--- config.mk ---
export PLATFORM = sky130hd
export DESIGN_NAME = jem_alu
export DESIGN_NICKNAME = d
export VERILOG_FILES = /design/src/hw/rtl/jem_pkg.sv /design/src/hw/rtl/jem_alu.sv
export SDC_FILE = /design/constraint.sdc
export NUM_CORES = 1
export LEC_CHECK = 0
export BUFFER_PORTS_ARGS = -buffer_cell sky130_fd_sc_hd__buf_2
export CORE_MARGIN = 2
export CORE_UTILIZATION = 50
export CTS_CLUSTER_SIZE = 8
export DETAILED_ROUTE_END_ITERATION = 16
export PLACE_DENSITY = 0.76
export SLEW_MARGIN = 20
export SYNTH_ARGS = -nofsm -noshare
export SYNTH_HDL_FRONTEND = slang
export SYNTH_SLANG_ARGS = --single-unit
--- constraint.sdc ---
create_clock -name clk -period 19.4 [get_ports clk]
set_input_delay 3.88 -clock clk [delete_from_list [all_inputs] [get_ports clk]]
set_output_delay 3.88 -clock clk [all_outputs]
set_load 0.01 [all_outputs]
--- src/hw/rtl/jem_pkg.sv ---
// Package with shared types and constants for the Jacobi dominant-eigenvalue block.
package jem_pkg;
  localparam int MAX_ORDER = 8;
  localparam int FRAC_BITS = 16;
  localparam int COEF_BITS = 30;
  localparam int IDX_W = $clog2(MAX_ORDER);
  localparam int ADDR_W = 2 * IDX_W;
  localparam int DEPTH = MAX_ORDER * MAX_ORDER;
  localparam int CNT_W = $clog2(DEPTH + 1);

  localparam logic [1:0] REG_SIZE  = 2'd0;
  localparam logic [1:0] REG_TOL   = 2'd1;
  localparam logic [1:0] REG_LIMIT = 2'd2;

  typedef struct packed {
    logic signed [31:0] element;
    logic               last;
  } in_item_t;

  typedef struct packed {
    logic signed [31:0] eigenvalue;
    logic               limit_hit;
  } out_item_t;

  // Request to the shared square-root / divide unit and its answer.
  typedef struct packed {
    logic        start;
    logic        is_div;
    logic [63:0] num;
    logic [63:0] den;
  } alu_req_t;

  typedef struct packed {
    logic        done;
    logic [63:0] res;
  } alu_rsp_t;
endpackage

--- src/hw/rtl/jem_alu.sv ---
// Shared bit-serial unit: 64-bit integer square root or 64/64 unsigned divide.
module jem_alu (
  input  logic              clk,
  input  logic              rst,
  input  jem_pkg::alu_req_t req,
  output jem_pkg::alu_rsp_t rsp
);
  logic        busy;
  logic        done;
  logic        is_div;
  logic [6:0]  step;
  logic [63:0] rem;
  logic [63:0] acc;
  logic [63:0] den;
  logic [63:0] quo;
  logic [63:0] bitv;
  logic [64:0] trial;
  logic [64:0] dtrial;
  logic [63:0] rem_sh;

  assign trial  = {1'b0, rem} - {1'b0, acc | bitv};
  assign rem_sh = {rem[62:0], quo[63]};
  assign dtrial = {1'b0, rem_sh} - {1'b0, den};

  always_ff @(posedge clk) begin
    done <= 1'b0;
    if (rst) begin
      busy <= 1'b0;
    end else if (req.start) begin
      busy   <= 1'b1;
      is_div <= req.is_div;
      step   <= 7'd0;
      if (req.is_div) begin
        rem <= 64'd0;
        quo <= req.num;
        den <= req.den;
      end else begin
        rem  <= req.num;
        acc  <= 64'd0;
        bitv <= 64'd1 << 62;
      end
    end else if (busy) begin
      step <= step + 7'd1;
      if (is_div) begin
        // Remainder is below den, so den is kept whole and a 65-bit compare decides.
        if (rem[63] || !dtrial[64]) begin
          rem <= rem_sh - den;
          quo <= {quo[62:0], 1'b1};
        end else begin
          rem <= rem_sh;
          quo <= {quo[62:0], 1'b0};
        end
        if (step == 7'd63) begin
          busy <= 1'b0;
          done <= 1'b1;
        end
      end else begin
        if (!trial[64]) begin
          rem <= trial[63:0];
          acc <= (acc >> 1) | bitv;
        end else begin
          acc <= acc >> 1;
        end
        bitv <= bitv >> 2;
        if (step == 7'd31) begin
          busy <= 1'b0;
          done <= 1'b1;
        end
      end
    end
  end

  assign rsp = '{done: done, res: (is_div ? quo : acc)};
endmodule

==> run metrics <==
width of the chip 210 um; HPWL Detailed 51500 um; Net count, final 2612; max-slew violation total from the final report 0; crit path capture type output port; post-layout min period 6.95 ns; Reg clk slew, reported paths 0.05 ns; Synth Instances 2208; FILL cells 3693; arrival time worst endpoint 3.07 ns; Syn. warnings 0; FFs w/ async S/R, synth 0%; initial antenna violation count 1; instance count on the critical path 4; # DRC 0; top post-synthesis cells by area edfxtp_1 42%, ha_1 7.6%, mux2_2 6.1%; syn avg cell area 9.57 sq um; slowest cell delay on critical path 0.84 ns; Worst IR Drop VDD 0.0000660 V; GPL Wtd Cong 1.01; FF/Latch Area 8900 sq um; Critical Path RT 15.52 ns; DRT iter0 DRCs 1692; final period utilization 35.8%; area grow syn2layout 12.1%; area leader, netlist edfxtp_1; Setup Skew 0.0315 ns; most frequent cells in the layout 295 x edfxtp_1, 228 x a21oi_1, 195 x buf_2; Register-to-Register Path Depth 16; first-pass GRT wire length 101000 um; worst min-delay path class reg2reg; critical path startpoint category flop; # port buffers 196; synthesized flop and latch total 297; share of the synthesized area in the top cell type 41.9%; IO Count 197; total number of vias 18049; row count 75; final setup violation count 0; CTS Hold Bufs 0; CTS Buf Count 43; CP delay by family, top buffers and inverters; clk_lat worst skew 0.59 ns; Max FO, Critical Path 97; Slew headroom 22.9%; DRT antenna net count 0; via/cell ratio 6.21; Worst path most repeated cell buf_4; Post-Syn Area 21100 sq um; number of flops mapped to enable cells by yosys 295; GRT Total Usage 30.2%; CTS tree done; CTS root buffer clkbuf_16; vias in the first global route 17616; PD cells 87.4 nW/um^2; placed instance area 22500 sq um; CP bufs+invs 3; register area share after synthesis 42.1%; Achievable Freq 0.144 GHz; worst hold path cell count 2; final hold vios 0; Initial Util 50.5%; die area 43900 sq um; clk buf depth 3; CP max stage cell buf_4; multi-input logic area 11300 sq um; Total Wirelength 67600 um; Synthesized Nets 2470; Sink Count 297; CTS H-tree lvls 2; unrepaired setup endpoints after global routing false; CORE AREA 41900 sq um; status finished clean; wire per inst 23.3 um; Post-CTS Setup Inserts 0; largest net degree at the start of global routing 98; die height 210 um; P_leak 9.53 nW; Pre-antenna DRT Iters 6; Worst Max-Slew Pin Slew 1.13 ns; CP cell instances buf_4, buf_4, mux2_2, buf_2; main flop type after synthesis edfxtp_1; post-CTS sizing 0; commonest non-fill, non-tap cell in the layout edfxtp_1; count of cell types in the netlist 83; Crit Path Class reg2out; Max-cap violations 0; setup_tns 0 ns; total grt overflow 0; fin area 23700 sq um; layout cells sized above 1 17.2%
per-layer routing:
layer	wire length, um	GRT usage (%)	up-vias
li1	-	-	8405
met1	26100	36.8	8525
met2	32100	50.8	894
met3	4860	4.14	223
met4	4500	19.1	2
met5	18	0	-
synth_stat cells, types with 6 or more instances:
cell       instances
o211a_1            6
nand2b_1          19
edfxtp_1         295
nand2_1          186
o2111ai_1          6
o21ai_0          155
o211ai_1          12
inv_1            134
or3_1              6
a221oi_1           8
buf_2             14
o21a_1            23
a211oi_1           6
nand4_1           42
o21bai_1          29
nor2_1           183
buf_4              7
a22oi_1           15
a21o_1            60
nor4_1            11
a21oi_1          228
clkbuf_1          88
nor3_1            20
mux2_2           114
ha_1             128
or2_2              8
o31a_1             6
o21ai_1            7
and3_1            10
and2_1            17
a21boi_0          14
nor2b_1           79
o31ai_1           14
xnor2_1           71
nand3_1           23
mux2i_1           13
o221ai_1          10
xor2_1            47
a31oi_1           13
a222oi_1           7
sequential cells by signal, indices dropped and copies added, names as in the netlist:
| signal | flops |
|---|---|
| step | 7 |
| den | 64 |
| is_div | 1 |
| done | 1 |
| bitv | 32 |
| quo | 64 |
| busy | 1 |
| rem | 64 |
| acc | 63 |
power breakdown:
group	switching, mW	total [mW]	internal, mW
sequential	0.0370	0.797	0.760
clock	0.291	0.696	0.405
combinational	0.355	0.578	0.224
total	0.683	2.07	1.39
worst paths after layout:
check	to	slack, ns	startpoint
worst min-delay path	done	0.45	busy
worst min register to register	done	0.45	busy
worst max register to register	rem[53]	13.68	bitv[0]
worst max-delay path	rsp[50]	12.45	is_div
final cells by class:
class                           count  share of cell area (%)
Timing Repair Buffer              211                    4.66
Clock buffer                       59                    4.80
Inverter                          134                    2.12
Antenna cell                        1                  0.0106
Sequential cell                   297                    37.6
Tap cell                          539                    2.85
Multi-Input combinational cell   1663                    47.7
Clock inverter                      4                   0.248
kinds of logic after synthesis:
| logic type | synth area share [%] |
|---|---|
| flops | 42.1 |
| xor+xnor | 4.89 |
| fa+ha+maj | 7.77 |
| mux | 6.69 |
| compound gates | 19.9 |
| simple gates | 14.0 |
| buf+inv | 4.61 |
worst min-delay path, delay by kind of cell (launching register included):
kind | cells | cell delay [ns]
DFF | 1 | 0.31
and+or+nand+nor | 2 | 0.10
through the flow:
| step | std cells | util [%] | hold WS, ns | total power [mW] | setup slack, ns |
|---|---|---|---|---|---|
| final | 2908 | 56.6 | 0.453 | 2.07 | 12.45 |
| after global routing | 2907 | 56.6 | 0.478 | 2.16 | 12.32 |
| after CTS | 2907 | 56.6 | 0.458 | 2.07 | 12.49 |
| after detailed placement | 2844 | 53.7 | 0.451 | 1.37 | 12.88 |
| after global placement | 2844 | 53.7 | 0.445 | 1.37 | 12.90 |
| after floorplan | 2208 | - | 0.415 | 1.20 | 9.80 |
Note: power is estimated with default switching activity, not from simulation.
